==> src/rtl/mcsu_pkg.sv <==
// Package of the spin update block: controller states, command and status
// structs, fixed-point constants and the cosine coupling table. No dependencies.
package mcsu_pkg;

    // Fixed-point constants of the exp approximation.
    localparam logic [15:0] LOG2E_Q15 = 16'd47275;
    localparam logic [16:0] HORNER_K0 = 17'd3638;
    localparam logic [16:0] HORNER_K1 = 17'd15744;
    localparam logic [16:0] HORNER_K2 = 17'd45426;
    localparam logic [16:0] HORNER_K3 = 17'd65536;
    localparam logic [16:0] HORNER_C0 = 17'd630;
    localparam logic [14:0] BETA_RESET = 15'd4096;

    typedef enum logic [4:0] {
        ST_CLEAR,
        ST_IDLE,
        ST_MOD,
        ST_RC,
        ST_RD_OLD,
        ST_RD_N0,
        ST_RD_N1,
        ST_RD_N2,
        ST_RD_N3,
        ST_RD_LAST,
        ST_EVAL,
        ST_MUL_P,
        ST_MUL_Y,
        ST_H0,
        ST_H1,
        ST_H2,
        ST_H3,
        ST_THR,
        ST_FINISH
    } state_t;

    typedef enum logic [2:0] {
        RS_SITE,
        RS_UP,
        RS_DOWN,
        RS_LEFT,
        RS_RIGHT
    } ram_sel_t;

    typedef enum logic [1:0] {
        HS_STEP0,
        HS_STEP1,
        HS_STEP2,
        HS_STEP3
    } hstep_t;

    typedef struct packed {
        logic     clear;
        logic     load;
        logic     map_mod;
        logic     map_rc;
        ram_sel_t ram_sel;
        logic     cap_old;
        logic     acc_nb;
        logic     mul_p;
        logic     mul_y;
        logic     horner;
        hstep_t   hstep;
        logic     thr;
        logic     finish;
    } cmd_t;

    typedef struct packed {
        logic clear_last;
        logic need_exp;
    } status_t;

    // cos(2*pi*d/q) in signed Q2.12 for q states.
    function automatic logic signed [13:0] cos_q12(input int q, input logic [3:0] d);
        logic signed [13:0] v;
        v = 14'sd0;
        unique case (q)
            2: unique case (d[2:0])
                3'd0: v = 14'sd4096;
                3'd1: v = -14'sd4096;
                default: v = 14'sd0;
            endcase
            3: unique case (d[2:0])
                3'd0: v = 14'sd4096;
                3'd1, 3'd2: v = -14'sd2048;
                default: v = 14'sd0;
            endcase
            4: unique case (d[2:0])
                3'd0: v = 14'sd4096;
                3'd2: v = -14'sd4096;
                default: v = 14'sd0;
            endcase
            5: unique case (d[2:0])
                3'd0: v = 14'sd4096;
                3'd1, 3'd4: v = 14'sd1266;
                3'd2, 3'd3: v = -14'sd3314;
                default: v = 14'sd0;
            endcase
            6: unique case (d[2:0])
                3'd0: v = 14'sd4096;
                3'd1, 3'd5: v = 14'sd2048;
                3'd2, 3'd4: v = -14'sd2048;
                3'd3: v = -14'sd4096;
                default: v = 14'sd0;
            endcase
            7: unique case (d[2:0])
                3'd0: v = 14'sd4096;
                3'd1, 3'd6: v = 14'sd2554;
                3'd2, 3'd5: v = -14'sd911;
                default: v = -14'sd3690;
            endcase
            default: unique case (d[2:0])
                3'd0: v = 14'sd4096;
                3'd1, 3'd7: v = 14'sd2896;
                3'd3, 3'd5: v = -14'sd2896;
                3'd4: v = -14'sd4096;
                default: v = 14'sd0;
            endcase
        endcase
        return v;
    endfunction

    // Coupling C((a - b) mod q); a and b are below q, so one subtract reduces it.
    function automatic logic signed [13:0] coupling(input int q, input logic [2:0] a,
                                                    input logic [2:0] b);
        logic [4:0] d;
        d = 5'(a) + 5'(q) - 5'(b);
        if (d >= 5'(q))
        begin
            d = d - 5'(q);
        end
        return cos_q12(q, d[3:0]);
    endfunction

endpackage

==> src/rtl/mcsu_ram.sv <==
// Generic single-port RAM with registered read data.
// No dependencies.
module mcsu_ram #(
    parameter int WIDTH = 3,
    parameter int DEPTH = 1024
) (
    input  logic                     clk,
    input  logic                     we,
    input  logic [$clog2(DEPTH)-1:0] addr,
    input  logic [WIDTH-1:0]         wdata,
    output logic [WIDTH-1:0]         rdata
);

    logic [WIDTH-1:0] mem [DEPTH];
    logic [WIDTH-1:0] rdata_reg;

    // One address per cycle: a write when enabled, and always a registered read.
    always_ff @(posedge clk)
    begin
        if (we)
        begin
            mem[addr] <= wdata;
        end
        rdata_reg <= mem[addr];
    end

    assign rdata = rdata_reg;

endmodule

==> src/rtl/mcsu_datapath.sv <==
// Datapath of the spin update block: site mapping, lattice store, energy
// accumulation, exp threshold unit and result registers. Depends on mcsu_pkg.
module mcsu_datapath
    import mcsu_pkg::*;
#(
    parameter int SIDE   = 32,
    parameter int STATES = 6
) (
    input  logic               clk,
    input  logic               rst_n,
    input  cmd_t               cmd,
    output status_t            status,
    input  logic [9:0]         site_index,
    input  logic [2:0]         proposed_state,
    input  logic [15:0]        uniform_draw,
    input  logic               cfg_write,
    input  logic [14:0]        cfg_data,
    output logic               done,
    output logic               accepted,
    output logic               same_state,
    output logic [2:0]         previous_state,
    output logic signed [16:0] energy_change
);

    localparam int SITES = SIDE * SIDE;
    localparam int AW    = $clog2(SITES);
    localparam int RW    = $clog2(SIDE);
    localparam logic [19:0] RECIP_SITES = 20'((1 << 20) / SITES + 1);
    localparam logic [19:0] RECIP_SIDE  = 20'((1 << 20) / SIDE + 1);

    // Input transaction and configuration registers.
    logic [9:0]         raw_reg;
    logic [2:0]         prop_reg;
    logic [15:0]        u_reg;
    logic [14:0]        beta_reg;
    logic [9:0]         s_reg;
    logic [RW-1:0]      row_reg;
    logic [RW-1:0]      col_reg;
    logic [2:0]         old_reg;
    logic signed [16:0] de_reg;
    logic signed [16:0] de_next;
    logic [30:0]        p_reg;
    logic [24:0]        y_reg;
    logic [16:0]        t_reg;
    logic [16:0]        thr_reg;
    logic [AW-1:0]      clr_reg;
    logic               done_reg;
    logic               acc_reg;
    logic               same_reg;
    logic [2:0]         prev_reg;
    logic signed [16:0] de_out_reg;

    // Control registers: beta, clearing counter and result strobe.
    always_ff @(posedge clk or negedge rst_n)
    begin
        if (!rst_n)
        begin
            beta_reg <= BETA_RESET;
            clr_reg  <= '0;
            done_reg <= 1'b0;
        end
        else
        begin
            if (cfg_write)
            begin
                beta_reg <= cfg_data;
            end
            if (cmd.clear)
            begin
                clr_reg <= clr_reg + AW'(1);
            end
            done_reg <= cmd.finish;
        end
    end

    assign status.clear_last = (clr_reg == AW'(SITES - 1));

    // Site reduction by reciprocal multiplication: exact for 10-bit inputs.
    logic [29:0] mod_prod;
    logic [9:0]  mod_q;
    logic [25:0] mod_rem;
    logic [29:0] rc_prod;
    logic [9:0]  rc_q;
    logic [17:0] rc_col;

    assign mod_prod = 30'(raw_reg) * 30'(RECIP_SITES);
    assign mod_q    = mod_prod[29:20];
    assign mod_rem  = 26'(raw_reg) - 26'(mod_q) * 26'(SITES);
    assign rc_prod  = 30'(s_reg) * 30'(RECIP_SIDE);
    assign rc_q     = rc_prod[29:20];
    assign rc_col   = 18'(s_reg) - 18'(rc_q) * 18'(SIDE);

    // Neighbor coordinates with periodic wrap.
    logic [RW-1:0] row_up;
    logic [RW-1:0] row_dn;
    logic [RW-1:0] col_lf;
    logic [RW-1:0] col_rt;
    logic [RW-1:0] sel_row;
    logic [RW-1:0] sel_col;

    assign row_up = (row_reg == '0) ? RW'(SIDE - 1) : row_reg - RW'(1);
    assign row_dn = (row_reg == RW'(SIDE - 1)) ? '0 : row_reg + RW'(1);
    assign col_lf = (col_reg == '0) ? RW'(SIDE - 1) : col_reg - RW'(1);
    assign col_rt = (col_reg == RW'(SIDE - 1)) ? '0 : col_reg + RW'(1);

    always_comb
    begin
        sel_row = row_reg;
        sel_col = col_reg;
        unique case (cmd.ram_sel)
            RS_UP:    sel_row = row_up;
            RS_DOWN:  sel_row = row_dn;
            RS_LEFT:  sel_col = col_lf;
            RS_RIGHT: sel_col = col_rt;
            default:  sel_row = row_reg;
        endcase
    end

    // Lattice store address, write and read.
    logic [AW-1:0] ram_addr;
    logic          ram_we;
    logic [2:0]    ram_wdata;
    logic [2:0]    ram_rdata;
    logic          de_le0;
    logic          valid_prop;
    logic          is_same;
    logic          take;

    assign valid_prop = (4'(prop_reg) < 4'(STATES));
    assign is_same    = (prop_reg == old_reg);
    assign de_le0     = de_reg[16] || (de_reg == '0);
    assign take       = valid_prop && !is_same && (de_le0 || (17'(u_reg) < thr_reg));
    assign status.need_exp = valid_prop && !is_same && !de_le0;

    always_comb
    begin
        if (cmd.clear)
        begin
            ram_addr = clr_reg;
        end
        else
        begin
            ram_addr = AW'(sel_row) * AW'(SIDE) + AW'(sel_col);
        end
    end

    assign ram_we    = cmd.clear || (cmd.finish && take);
    assign ram_wdata = cmd.clear ? 3'd0 : prop_reg;

    mcsu_ram #(
        .WIDTH (3),
        .DEPTH (SITES)
    ) u_ram (
        .clk   (clk),
        .we    (ram_we),
        .addr  (ram_addr),
        .wdata (ram_wdata),
        .rdata (ram_rdata)
    );

    // Energy change contribution of one neighbor.
    assign de_next = de_reg + 17'(coupling(STATES, old_reg, ram_rdata))
                            - 17'(coupling(STATES, prop_reg, ram_rdata));

    // Horner step of the 2^-r series on a shared multiplier.
    logic [15:0] r_val;
    logic [8:0]  ip_val;
    logic [16:0] h_op;
    logic [16:0] h_k;
    logic [32:0] h_prod;
    logic [47:0] y_full;

    assign r_val  = y_reg[15:0];
    assign ip_val = y_reg[24:16];
    assign y_full = 48'(p_reg) * 48'(LOG2E_Q15) + 48'(1 << 22);

    always_comb
    begin
        unique case (cmd.hstep)
            HS_STEP0:
            begin
                h_op = HORNER_C0;
                h_k  = HORNER_K0;
            end
            HS_STEP1:
            begin
                h_op = t_reg;
                h_k  = HORNER_K1;
            end
            HS_STEP2:
            begin
                h_op = t_reg;
                h_k  = HORNER_K2;
            end
            default:
            begin
                h_op = t_reg;
                h_k  = HORNER_K3;
            end
        endcase
    end

    assign h_prod = 33'(r_val) * 33'(h_op);

    // Working registers of one transaction.
    always_ff @(posedge clk)
    begin
        if (cmd.load)
        begin
            raw_reg  <= site_index;
            prop_reg <= proposed_state;
            u_reg    <= uniform_draw;
            de_reg   <= '0;
        end
        if (cmd.map_mod)
        begin
            s_reg <= mod_rem[9:0];
        end
        if (cmd.map_rc)
        begin
            row_reg <= rc_q[RW-1:0];
            col_reg <= rc_col[RW-1:0];
        end
        if (cmd.cap_old)
        begin
            old_reg <= ram_rdata;
        end
        if (cmd.acc_nb)
        begin
            de_reg <= de_next;
        end
        if (cmd.mul_p)
        begin
            p_reg <= 31'(beta_reg) * 31'(de_reg[15:0]);
        end
        if (cmd.mul_y)
        begin
            y_reg <= y_full[47:23];
        end
        if (cmd.horner)
        begin
            t_reg <= h_k - 17'(h_prod[32:16]);
        end
        if (cmd.thr)
        begin
            thr_reg <= (ip_val >= 9'd17) ? 17'd0 : (t_reg >> ip_val[4:0]);
        end
        if (cmd.finish)
        begin
            acc_reg    <= take;
            same_reg   <= valid_prop && is_same;
            prev_reg   <= old_reg;
            de_out_reg <= (valid_prop && !is_same) ? de_reg : 17'sd0;
        end
    end

    assign done           = done_reg;
    assign accepted       = acc_reg;
    assign same_state     = same_reg;
    assign previous_state = prev_reg;
    assign energy_change  = de_out_reg;

endmodule

==> config.mk <==
export PLATFORM = sky130hd
export DESIGN_NAME = mcsu_datapath
export DESIGN_NICKNAME = d
export VERILOG_FILES = /design/src/rtl/mcsu_pkg.sv /design/src/rtl/mcsu_ram.sv /design/src/rtl/mcsu_datapath.sv
export SDC_FILE = /design/constraint.sdc
export NUM_CORES = 2
export LEC_CHECK = 0
export ABC_CLOCK_PERIOD_IN_PS = 53700
export BUFFER_PORTS_ARGS = -buffer_cell sky130_fd_sc_hd__buf_2
export CAP_MARGIN = 30
export CORE_AREA = 4 4 536 538
export CTS_CLUSTER_DIAMETER = 150
export DETAILED_ROUTE_END_ITERATION = 6
export DIE_AREA = 0 0 540 542
export GPL_ROUTABILITY_DRIVEN = 0
export PLACE_DENSITY_LB_ADDON = 0.1
export REMOVE_ABC_BUFFERS = 1
export SYNTH_ARGS = -nofsm -noshare
export SYNTH_HDL_FRONTEND = slang
export SYNTH_SLANG_ARGS = --single-unit
==> constraint.sdc <==
create_clock -name clk -period 53.7 [get_ports clk]
set_input_delay 10.74 -clock clk [delete_from_list [all_inputs] [get_ports clk]]
set_output_delay 10.74 -clock clk [all_outputs]
set_load 0.01 [all_outputs]
==> qor.csv <==
metric;value;unit
min_period;18.73;ns
dr.pass1.iters;6;
min_path_type;flop to flop;
post_cts_resized;0;
vias;106100;
io_buffers;76;
setup_viol;0;
finClkSkew;0.03810;ns
setup_tns;0;ns
yosys_register_bits;3249;
die_area;292700;µm²
dp_hpwl;237.4;mm
synthTopCellsByArea;edfxtp_1, nand2_1, nand3_1, fa_1, nor4_1;
clock.fmax;0.05338;GHz
core;282000;µm²
endpoint_kind;flop;
place_inst;16280;
drt-total-wl;420.9;mm
crit_top_cell;fa_1;
grt_max_degree;236;
tightest_slew;1.247;ns
synth_area;154900;µm²
die_y;542;µm
critPathArrivalTime;19.40;ns
root_buffer;clkbuf_16;
antenna_found_initial;17;
stdcell_area;168900;µm²
maxCapViolCount;0;
initial_core_util;0.5493;
ctsLongestPathBuffers;4;
yosys.area_share.xor_xnor;0.004805;
crit_buf_inv;5;
worst_slack;34.97;ns
post-place-ws;34.11;ns
placementRows;195;
initialDrtViolationCount;12180;
async_flop_share;0.008002;
via_per_inst;6.267;
yosysWarnings;0;
synth.area.mux_share;0.005314;
clk_pin_slew_worst_paths;0.06;ns
ys_types;78;
yosysTopAreaCell;edfxtp_1;
multi_input_area;50800;µm²
synthSimpleGateAreaFrac;0.2062;
ys.flop_type;edfxtp_1;
overflow;0;
finalNetCount;13740;
critical-path-top-delay-family;adder cells;
finalMaxSlewViolations;0;
cts_hold_buf;0;
place_area;157600;µm²
fillers;22860;
drc;0;
syn_inst;13330;
crit_fanout;22;
synth_most_common_cell;nand2_1;
wl_per_cell;24.87;µm
largest_register_ffs;3072;
tritoncts_num_sinks;3249;
start_kind;input port;
setup.worst_path.class;input port to flop;
die_w;540;µm
grt_use_total;0.2823;
synth_common_cells;nand2_1, edfxtp_1, nand3_1;
rsz0062_at_grt;no;
yosysSeqAreaShare;0.6287;
required;54.37;ns
cts_setup_buffers;0;
ant_nets;0;
synth_fa_ha_area_frac;0.08079;
clk-insertion-delay-late;0.93;ns
status;completed;
hold_viol_final;0;
synth_compound_area_frac;0.02879;
synth_edf_count;3220;
fin_cells;16930;
cts_made_buffers;347;
synth.top_cell.area_share;0.6241;
slowest_delay;0.78;ns
synth_top_family_by_area;simple AND/OR/NAND/NOR gates;
grt_pass1_vias;104500;
slowest_stage;ha_1;
grt_pass1_wl;646.1;mm
ctsHtreeMaxLevel;5;
fin_crit_sh;0.3488;
avgSynthCellArea;11.63;µm²
seqCellArea;97400;µm²
cts_tree;yes;
io_pins;88;
relSlewSlack;0.1688;
final_layout_size_suffix_gt1_frac;0.06827;
syn2layout_area_growth;8.992;%
[final cells by class]
class	instances	share of cell area
repair buffers	322	0.01657
diodes	14	0.0002075
well taps	3743	0.02774
clock buffers	415	0.05368
clock inverters	208	0.01149
multi-input cells	8406	0.3008
flip-flops and latches	3249	0.5769
inverters	569	0.01265
[path summary, 6_finish.rpt]
path / end / cells after the start / startpoint / slack (ns)
min reg2reg: col_reg[3] / 0 / s_reg[3] / 0.42
min: col_reg[3] / 0 / s_reg[3] / 0.42
max reg2reg: t_reg[16] / 30 / t_reg[7] / 45.16
max: t_reg[16] / 30 / cmd[2] / 34.97
min in group asynchronous: beta_reg[9] / 1 / rst_n / 9.89
max in group asynchronous: done / 1 / rst_n / 43.28
[logic make-up after synthesis]
family / Yosys count
other cells: 1
buf+inv: 1680
compound gates: 632
simple gates: 6818
mux: 78
fa+ha+maj: 782
flops: 3249
xor+xnor: 85
[cells in the final DEF (no fill, tap or decap), types with 29 or more instances in the layout]
master	count
edfxtp_1	3220
a21o_1	32
buf_12	29
ha_1	418
clkbuf_1	60
xnor2_1	62
and3_1	203
inv_1	568
o21ai_0	40
and2_1	177
clkinv_2	62
mux2i_1	52
a311oi_1	29
buf_4	199
nand2_1	3297
a21oi_1	72
nor4_1	1038
fa_1	364
bufinv_16	30
buf_2	79
nor2_1	118
nand3_1	1725
a31oi_1	218
nand4_1	91
clkinv_1	78
nor3_1	45
clkbuf_16	351
a32oi_1	67
[stage by stage]
step | utilization | hold WS, ns
after floorplan | - | 0.4003
after global placement | 0.5581 | 0.4097
after detailed placement | 0.5587 | 0.4068
after CTS | 0.5978 | 0.4291
after global routing | 0.5986 | 0.4370
final | 0.5987 | 0.4236
[routing by layer]
layer	wire, µm	track usage
met1	176300	0.4094
met2	195400	0.4413
met3	35980	0.04465
met4	13190	0.08909
met5	71	0
[worst reg2reg max path: cells and delay by family (launching register included)]
kind            cells  cell delay, ns
flops               1            0.46
fa+ha+maj           8            3.68
compound gates      7            1.83
buf+inv             6            0.49
simple gates        8            1.73
xor+xnor            1            0.10
Power is left out: the tool's default activity adds up to more than one toggle a clock period on the data nets, which glitch-free logic cannot reach.
