File: config.mk
export PLATFORM = sky130hd
export DESIGN_NAME = mcsu_ctrl
export DESIGN_NICKNAME = d
export VERILOG_FILES = /design/src/rtl/mcsu_pkg.sv /design/src/rtl/mcsu_ctrl.sv
export SDC_FILE = /design/constraint.sdc
export NUM_CORES = 1
export LEC_CHECK = 0
export BUFFER_PORTS_ARGS = -buffer_cell sky130_fd_sc_hd__buf_2
export CORE_AREA = 2 2 39 41
export CTS_BUF_LIST = sky130_fd_sc_hd__clkbuf_4 sky130_fd_sc_hd__clkbuf_8 sky130_fd_sc_hd__clkbuf_16
export DETAILED_ROUTE_END_ITERATION = 16
export DIE_AREA = 0 0 41 43
export GPL_ROUTABILITY_DRIVEN = 0
export HOLD_SLACK_MARGIN = 0.15
export PLACE_DENSITY = 0.69
export SYNTH_ARGS = -nofsm -noshare
export SYNTH_HDL_FRONTEND = slang
export SYNTH_SLANG_ARGS = --single-unit
export TNS_END_PERCENT = 5
File: constraint.sdc
create_clock -name clk -period 1.9 [get_ports clk]
set_clock_uncertainty 0.05 [all_clocks]
set_input_delay 0.38 -clock clk [delete_from_list [all_inputs] [get_ports clk]]
set_output_delay 0.38 -clock clk [all_outputs]
set_load 0.01 [all_outputs]
File: src/rtl/mcsu_pkg.sv
// Package of the spin update block: controller states, command and status
// structs, fixed-point constants and the cosine coupling table. No dependencies.
package mcsu_pkg;

    // Fixed-point constants of the exp approximation.
    localparam logic [15:0] LOG2E_Q15 = 16'd47275;
    localparam logic [16:0] HORNER_K0 = 17'd3638;
    localparam logic [16:0] HORNER_K1 = 17'd15744;
    localparam logic [16:0] HORNER_K2 = 17'd45426;
    localparam logic [16:0] HORNER_K3 = 17'd65536;
    localparam logic [16:0] HORNER_C0 = 17'd630;
    localparam logic [14:0] BETA_RESET = 15'd4096;

    typedef enum logic [4:0] {
        ST_CLEAR,
        ST_IDLE,
        ST_MOD,
        ST_RC,
        ST_RD_OLD,
        ST_RD_N0,
        ST_RD_N1,
        ST_RD_N2,
        ST_RD_N3,
        ST_RD_LAST,
        ST_EVAL,
        ST_MUL_P,
        ST_MUL_Y,
        ST_H0,
        ST_H1,
        ST_H2,
        ST_H3,
        ST_THR,
        ST_FINISH
    } state_t;

    typedef enum logic [2:0] {
        RS_SITE,
        RS_UP,
        RS_DOWN,
        RS_LEFT,
        RS_RIGHT
    } ram_sel_t;

    typedef enum logic [1:0] {
        HS_STEP0,
        HS_STEP1,
        HS_STEP2,
        HS_STEP3
    } hstep_t;

    typedef struct packed {
        logic     clear;
        logic     load;
        logic     map_mod;
        logic     map_rc;
        ram_sel_t ram_sel;
        logic     cap_old;
        logic     acc_nb;
        logic     mul_p;
        logic     mul_y;
        logic     horner;
        hstep_t   hstep;
        logic     thr;
        logic     finish;
    } cmd_t;

    typedef struct packed {
        logic clear_last;
        logic need_exp;
    } status_t;

    // cos(2*pi*d/q) in signed Q2.12 for q states.
    function automatic logic signed [13:0] cos_q12(input int q, input logic [3:0] d);
        logic signed [13:0] v;
        v = 14'sd0;
        unique case (q)
            2: unique case (d[2:0])
                3'd0: v = 14'sd4096;
                3'd1: v = -14'sd4096;
                default: v = 14'sd0;
            endcase
            3: unique case (d[2:0])
                3'd0: v = 14'sd4096;
                3'd1, 3'd2: v = -14'sd2048;
                default: v = 14'sd0;
            endcase
            4: unique case (d[2:0])
                3'd0: v = 14'sd4096;
                3'd2: v = -14'sd4096;
                default: v = 14'sd0;
            endcase
            5: unique case (d[2:0])
                3'd0: v = 14'sd4096;
                3'd1, 3'd4: v = 14'sd1266;
                3'd2, 3'd3: v = -14'sd3314;
                default: v = 14'sd0;
            endcase
            6: unique case (d[2:0])
                3'd0: v = 14'sd4096;
                3'd1, 3'd5: v = 14'sd2048;
                3'd2, 3'd4: v = -14'sd2048;
                3'd3: v = -14'sd4096;
                default: v = 14'sd0;
            endcase
            7: unique case (d[2:0])
                3'd0: v = 14'sd4096;
                3'd1, 3'd6: v = 14'sd2554;
                3'd2, 3'd5: v = -14'sd911;
                default: v = -14'sd3690;
            endcase
            default: unique case (d[2:0])
                3'd0: v = 14'sd4096;
                3'd1, 3'd7: v = 14'sd2896;
                3'd3, 3'd5: v = -14'sd2896;
                3'd4: v = -14'sd4096;
                default: v = 14'sd0;
            endcase
        endcase
        return v;
    endfunction

    // Coupling C((a - b) mod q); a and b are below q, so one subtract reduces it.
    function automatic logic signed [13:0] coupling(input int q, input logic [2:0] a,
                                                    input logic [2:0] b);
        logic [4:0] d;
        d = 5'(a) + 5'(q) - 5'(b);
        if (d >= 5'(q))
        begin
            d = d - 5'(q);
        end
        return cos_q12(q, d[3:0]);
    endfunction

endpackage

File: src/rtl/mcsu_ctrl.sv
// Controller state machine of the spin update block.
// Depends on mcsu_pkg for the state, command and status types.
module mcsu_ctrl
    import mcsu_pkg::*;
(
    input  logic    clk,
    input  logic    rst_n,
    input  logic    start,
    input  status_t status,
    output logic    busy,
    output cmd_t    cmd
);

    state_t state_reg;
    state_t state_next;

    // State register; reset begins the lattice clearing pass.
    always_ff @(posedge clk or negedge rst_n)
    begin
        if (!rst_n)
        begin
            state_reg <= ST_CLEAR;
        end
        else
        begin
            state_reg <= state_next;
        end
    end

    // Next state and datapath commands.
    always_comb
    begin
        state_next  = state_reg;
        cmd         = '0;
        cmd.ram_sel = RS_SITE;
        cmd.hstep   = HS_STEP0;
        unique case (state_reg)
            ST_CLEAR:
            begin
                cmd.clear = 1'b1;
                if (status.clear_last)
                begin
                    state_next = ST_IDLE;
                end
            end
            ST_IDLE:
            begin
                if (start)
                begin
                    cmd.load   = 1'b1;
                    state_next = ST_MOD;
                end
            end
            ST_MOD:
            begin
                cmd.map_mod = 1'b1;
                state_next  = ST_RC;
            end
            ST_RC:
            begin
                cmd.map_rc = 1'b1;
                state_next = ST_RD_OLD;
            end
            ST_RD_OLD:
            begin
                cmd.ram_sel = RS_SITE;
                state_next  = ST_RD_N0;
            end
            ST_RD_N0:
            begin
                cmd.ram_sel = RS_UP;
                cmd.cap_old = 1'b1;
                state_next  = ST_RD_N1;
            end
            ST_RD_N1:
            begin
                cmd.ram_sel = RS_DOWN;
                cmd.acc_nb  = 1'b1;
                state_next  = ST_RD_N2;
            end
            ST_RD_N2:
            begin
                cmd.ram_sel = RS_LEFT;
                cmd.acc_nb  = 1'b1;
                state_next  = ST_RD_N3;
            end
            ST_RD_N3:
            begin
                cmd.ram_sel = RS_RIGHT;
                cmd.acc_nb  = 1'b1;
                state_next  = ST_RD_LAST;
            end
            ST_RD_LAST:
            begin
                cmd.acc_nb = 1'b1;
                state_next = ST_EVAL;
            end
            ST_EVAL:
            begin
                state_next = status.need_exp ? ST_MUL_P : ST_FINISH;
            end
            ST_MUL_P:
            begin
                cmd.mul_p  = 1'b1;
                state_next = ST_MUL_Y;
            end
            ST_MUL_Y:
            begin
                cmd.mul_y  = 1'b1;
                state_next = ST_H0;
            end
            ST_H0:
            begin
                cmd.horner = 1'b1;
                cmd.hstep  = HS_STEP0;
                state_next = ST_H1;
            end
            ST_H1:
            begin
                cmd.horner = 1'b1;
                cmd.hstep  = HS_STEP1;
                state_next = ST_H2;
            end
            ST_H2:
            begin
                cmd.horner = 1'b1;
                cmd.hstep  = HS_STEP2;
                state_next = ST_H3;
            end
            ST_H3:
            begin
                cmd.horner = 1'b1;
                cmd.hstep  = HS_STEP3;
                state_next = ST_THR;
            end
            ST_THR:
            begin
                cmd.thr    = 1'b1;
                state_next = ST_FINISH;
            end
            ST_FINISH:
            begin
                cmd.ram_sel = RS_SITE;
                cmd.finish  = 1'b1;
                state_next  = ST_IDLE;
            end
            default:
            begin
                state_next = ST_IDLE;
            end
        endcase
    end

    assign busy = (state_reg != ST_IDLE);

endmodule

==> results of run 1 <==
how the worst max path moves through the flow:
stage	end	cells after the start	start	slack, ns
after CTS	cmd[7]	4	state_reg[3]	0.01
after detailed placement	cmd[7]	4	state_reg[2]	0.16
final	cmd[8]	4	state_reg[1]	0.08
after global placement	cmd[4]	4	state_reg[1]	0.22
after floorplan	cmd[11]	3	state_reg[1]	0.34
after global routing	cmd[4]	4	state_reg[3]	-0.007
cells in the final DEF, fill, tap and decap left out:
cell / instances
buf_12: 1
or4_1: 1
mux2i_1: 1
nor4_2: 1
clkbuf_4: 4
a211o_1: 1
nor2b_1: 1
clkbuf_2: 2
o32ai_1: 2
dfrtp_2: 5
mux2_2: 1
nand3_1: 1
and3_1: 2
nand2_1: 8
nor2_1: 10
o21ai_1: 1
and2b_1: 1
nand2b_4: 2
xor2_1: 1
or3_4: 1
dlygate4sd3_1: 1
nor4_1: 1
nand2b_1: 2
buf_4: 8
or2_1: 1
buf_2: 22
or3b_1: 1
o21ai_0: 2
a21oi_1: 3
and4bb_2: 1
nor3_4: 1
nor3_1: 6
nand4b_1: 1
cell type report:
type                    count  area share, %
multi-input cells          54           46.9
repair buffers             34           28.5
flip-flops and latches      5           17.8
clock buffers               4           4.07
well taps                  16           2.72
worst reg2reg max path: stages, from the launching register on:
cell	delay, ns
dfrtp_2	0.46
clkbuf_2	0.18
buf_4	0.16
or4_1	0.51
nand4b_1	0.10
o21ai_1	0.07
routing by layer:
| layer | GRT usage (%) | wire length [um] | vias up |
|---|---|---|---|
| met1 | 22.5 | 567 | 291 |
| met2 | 24.4 | 646 | 20 |
| met4 | 10.0 | 24 | 0 |
| met3 | 7.85 | 79 | 4 |
| met5 | 0 | 0 | - |
| li1 | - | - | 299 |
power groups by stage:
| stage | logic [mW] | registers [mW] | clock network (mW) |
|---|---|---|---|
| finish | 0.807 | 0.284 | 0.137 |
| global route | 0.892 | 0.296 | 0.160 |
| CTS | 0.542 | 0.324 | 0.144 |
| detailed placement | 0.539 | 0.317 | 0 |
| global placement | 0.533 | 0.314 | 0 |
| floorplan | 0.541 | 0.191 | 0 |
logic make-up after synthesis:
group | count (synthesis) | synth area share (%)
mux | 2 | 4.30
simple gates | 42 | 48.4
compound gates | 9 | 11.4
xor+xnor | 1 | 1.77
buf+inv | 6 | 8.86
flops | 5 | 25.3
stage by stage:
stage / std cells / hold WS [ns] / instance area (sq um) / total power [mW]
after floorplan: 65 / 0.0344 / 494 / 0.732
after global placement: 97 / 0.148 / 583 / 0.847
after detailed placement: 97 / 0.150 / 583 / 0.856
after CTS: 102 / 0.417 / 629 / 1.01
after global routing: 113 / 0.433 / 737 / 1.35
final: 113 / 0.423 / 737 / 1.23
timing repair:
item / CTS / global route
pin swaps: 0 / 1
cloned: 0 / 0
hold buffers: 1 / 0
gates resized for setup: 5 / 3
hold endpoints to repair: 5 / 0
setup buffers: 0 / 11
endpoints found under the setup margin: 5 / 7
==> impl_metrics.json, run 1 <==
{
  "worst_ep_required_time_ns": 1.47,
  "setup_viol": 0,
  "wirelength_um": 1320,
  "critPathTopFamily": "buffers and inverters",
  "synth_seq_cells": 5,
  "fillers": 136,
  "irDropWorstVdd_v": 0.000864,
  "power_density_nw_per_um2": 1670,
  "vias": 614,
  "grt_pass1_vias": 467,
  "fin_util_pct": 53.3,
  "dieArea_sq_um": 1760,
  "port_buffers": 21,
  "hp-class": "in -> async",
  "cp_max_fo": 6,
  "die_x_um": 41,
  "yosys.area.top_type_share_pct": 25.3,
  "syn_avg_cell_area_sq_um": 7.60,
  "p_clk_share_pct": 11.2,
  "ff_latch_area_sq_um": 131,
  "slew_viol_final": 0,
  "arrival_ns": 1.39,
  "rr_worst_depth": 5,
  "fmax_mhz": 551,
  "grt_max_degree": 17,
  "cts.sinks": 5,
  "routedWlPerCell_um": 11.7,
  "synth_common_cells": "nor2_1 (10), nand2_1 (8), nor3_1 (6)",
  "nNetsFinal": 103,
  "clkTransAtPathRegs_ns": 0.04,
  "synth_edf_count": 0,
  "p_comb_share_pct": 65.7,
  "async_reset_ff_share_pct": 100,
  "r2r_end": "state_reg[1]",
  "antenna_found_initial": 0,
  "swShare_pct": 44.8,
  "finalSetupTns_ns": 0,
  "cp.buffers_inverters": 3,
  "antenna_left": 0,
  "power_leakage_nw": 0.368,
  "cts_root_buf": "clkbuf_4",
  "cp_cell_sequence": "clkbuf_2, buf_4, nor3_1, buf_2",
  "slowest_delay_ns": 0.47,
  "synth_cells": 65,
  "multiInputGateArea_sq_um": 345,
  "ys_warn_count": 0,
  "clk_path_buf_depth": 2,
  "largest_reg_flops": 5,
  "power.internal_mw": 0.678,
  "post-dp-hpwl_um": 814,
  "synth_area_leaders": "dfrtp_1 (25%), nor2_1 (7.6%), nor3_1 (6.1%)",
  "avgViaCountPerCell": 5.43,
  "slowest_stage": "dfrtp_2",
  "syn_nets": 70,
  "htree_levels": 1,
  "clock_latency_ns": 0.25,
  "cts_tree": "done",
  "drtPass1Iterations": 4,
  "area_delta_synth_final_pct": 49.1,
  "synth_area_sq_um": 494,
  "p_sw_mw": 0.550,
  "timing.final.ws_setup_ns": 0.0843,
  "r2r_slack_ns": 0.26,
  "drc_errors": 0,
  "die_h_um": 43,
  "io_pins": 22,
  "hold_viol_final": 0,
  "ys_types": 30,
  "seq_area_frac_synth_pct": 25.3,
  "grtUsageTotal_pct": 17.9,
  "grt-ovfl-total": 0,
  "yosysMostFrequentCell": "nor2_1",
  "synthFlopType": "dfrtp_1",
  "core_sq_um": 1380,
  "drt_iter0_markers": 13,
  "preCtsSetupSlack_ns": 0.165,
  "cts_buffers": 3,
  "r2r_start": "state_reg[2]",
  "cap_violations": 0,
  "drive_gt1_share_pct": 50.5,
  "rows": 14,
  "path_class": "reg -> out",
  "start_kind": "register",
  "worst_pin_slew_ns": 0.214,
  "grt_first_pass_wirelength_um": 2060,
  "start_util_pct": 35.7,
  "max_slew_margin_pct": 85.6,
  "fin_crit_ns": 1.82,
  "n_antenna_cell": 0,
  "fin_crit_sh_pct": 95.6,
  "p_seq_share_pct": 23.1,
  "outcome": "finished, final reports clean",
  "cp-end-kind": "output port",
  "post-synth-top-area-cell": "dfrtp_1"
}
(Power assumes the default switching activity.)
==> run 2, diff against run 1 <==
CTS_BUF_LIST = sky130_fd_sc_hd__clkbuf_8   (was sky130_fd_sc_hd__clkbuf_4 sky130_fd_sc_hd__clkbuf_8 sky130_fd_sc_hd__clkbuf_16)
SLEW_MARGIN = 10   (was unset)
==> run 2 against run 1 <==
Maximum frequency decreased by 1.6%. Sequential power rose by 13%. Cell area down 7.8%. First-iteration DRC count is 46% lower. Combinational power fell by 23%. Largest power group unchanged.
==> impl_metrics.json, run 2 (synthesized netlist as in run 1, its figures left out) <==
{
  "start_kind": "register",
  "power_leakage_nw": 0.330,
  "drc_errors": 0,
  "cp_max_fo": 13,
  "clkTransAtPathRegs_ns": 0.04,
  "swShare_pct": 45.2,
  "rows": 14,
  "finalSetupTns_ns": 0,
  "hold_viol_final": 0,
  "dieArea_sq_um": 1760,
  "die_x_um": 41,
  "cp-startpoint": "state_reg[3]",
  "mostFrequentLayoutCell": "buf_2",
  "fin_util_pct": 49.1,
  "r2r_slack_ns": 0.47,
  "die_h_um": 43,
  "cap_violations": 0,
  "worst_ep_required_time_ns": 1.47,
  "power.internal_mw": 0.619,
  "power_density_nw_per_um2": 1660,
  "io_pins": 22,
  "worst_pin_slew_ns": 0.260,
  "max_slew_margin_pct": 82.7,
  "start_util_pct": 35.7,
  "post-dp-hpwl_um": 814,
  "fmax_mhz": 542,
  "antenna_left": 0,
  "cts_tree": "done",
  "cp-end-kind": "output port",
  "fin_crit_sh_pct": 97.1,
  "p_comb_share_pct": 54.8,
  "outcome": "finished, final reports clean",
  "core_sq_um": 1380,
  "grt_setup_unrepaired": "true",
  "grt_pass1_vias": 462,
  "drt_iter0_markers": 7,
  "arrival_ns": 1.41,
  "area_delta_synth_final_pct": 37.5,
  "port_buffers": 21,
  "drive_gt1_share_pct": 41.6,
  "htree_levels": 1,
  "fillers": 147,
  "p_sw_mw": 0.511,
  "avgViaCountPerCell": 5.23,
  "r2r_start": "state_reg[0]",
  "clock_latency_ns": 0.22,
  "p_clk_share_pct": 16.6,
  "setup_viol": 0,
  "clk_path_buf_depth": 2,
  "hold_slack_ns": 0.453,
  "hp-class": "in -> async",
  "grt_max_degree": 17,
  "cts_root_buf": "clkbuf_8",
  "grt-ovfl-total": 0,
  "p_seq_share_pct": 28.5,
  "antenna_found_initial": 0,
  "wirelength_um": 1160,
  "cts.sinks": 5,
  "final_cell_mix": "buf_2 (21), nor2_1 (10), nand2_1 (8)",
  "grtUsageTotal_pct": 17.0,
  "drtPass1Iterations": 3,
  "largest_reg_flops": 5,
  "routedWlPerCell_um": 11.1,
  "irDropWorstVdd_v": 0.000864,
  "slew_viol_final": 0,
  "fin_crit_ns": 1.84,
  "vias": 549,
  "grt_first_pass_wirelength_um": 2010,
  "nNetsFinal": 95,
  "n_antenna_cell": 0,
  "path_class": "reg -> out",
  "cts_buffers": 3
}
## run 2: changes by cell type in the layout (fill, tap and decap cells not counted), moves of 2 or more
cell and change:
nand2b_4 -2, clkbuf_2 -2, nand2b_1 +2, clkbuf_8 +3, clkbuf_4 -4, buf_4 -5
## run 2: area by class of cell
| class | instances | area [sq um] | area share, % |
|---|---|---|---|
| Clock inverter | 1 | 3.75 | 0.552 |
| Sequential cell | 5 | 131 | 19.3 |
| Timing Repair Buffer | 26 | 158 | 23.2 |
| Tap cell | 16 | 20.0 | 2.95 |
| Multi-Input combinational cell | 54 | 325 | 47.9 |
| Clock buffer | 3 | 41.3 | 6.08 |
## run 2: what timing repair did
| item | in CTS | in global routing |
|---|---|---|
| buffers inserted | 0 | 3 |
| hold buffers | 1 | 0 |
| setup endpoints to repair | 4 | 10 |
| gates cloned | 0 | 0 |
| endpoints found under the hold margin | 5 | 0 |
| pin swaps | 0 | 1 |
| resized for setup | 3 | 2 |
## run 2: through the flow
stage                     power, mW  cell area (sq um)  worst slack (ns)  instances
after CTS                      1.06                642            0.0100        102
after global placement        0.847                583             0.218         97
after detailed placement      0.856                583             0.165         97
after global routing           1.25                679           -0.0568        105
after floorplan               0.732                494             0.341         65
final                          1.13                679            0.0554        105
## run 2: critical path, stage by stage (launching register included)
cell      delay, ns
dfrtp_2        0.48
nand2b_1       0.22
mux2_2         0.28
nor2_1         0.08
buf_2          0.13
## run 2: layer usage
layer / routed length, um / part of all wire [%] / track usage, % / vias to the layer above
li1: - / - / - / 280
met1: 548 / 47 / 21.9 / 257
met2: 561 / 48 / 24.1 / 9
met3: 45 / 3.9 / 7.85 / 3
met4: 8 / 0.69 / 6.00 / 0
met5: 0 / 0 / 0 / -
## run 2: path summary, 6_finish.rpt
check / end / depth (start not counted)
setup / recovery: cmd[7] / 4
hold / removal: state_reg[1] / 2
setup reg to reg: state_reg[3] / 4
hold reg to reg: state_reg[2] / 1
max in group asynchronous: state_reg[3] / 2
min in group clk: state_reg[4] / 4
## run 2: power by group through the flow
stage | clock network [mW] | registers [mW] | logic, mW
6_report | 0.188 | 0.322 | 0.620
5_1_grt | 0.214 | 0.340 | 0.695
4_1_cts | 0.195 | 0.321 | 0.542
3_5_place_dp | 0 | 0.317 | 0.539
3_3_place_gp | 0 | 0.314 | 0.533
2_1_floorplan | 0 | 0.191 | 0.541
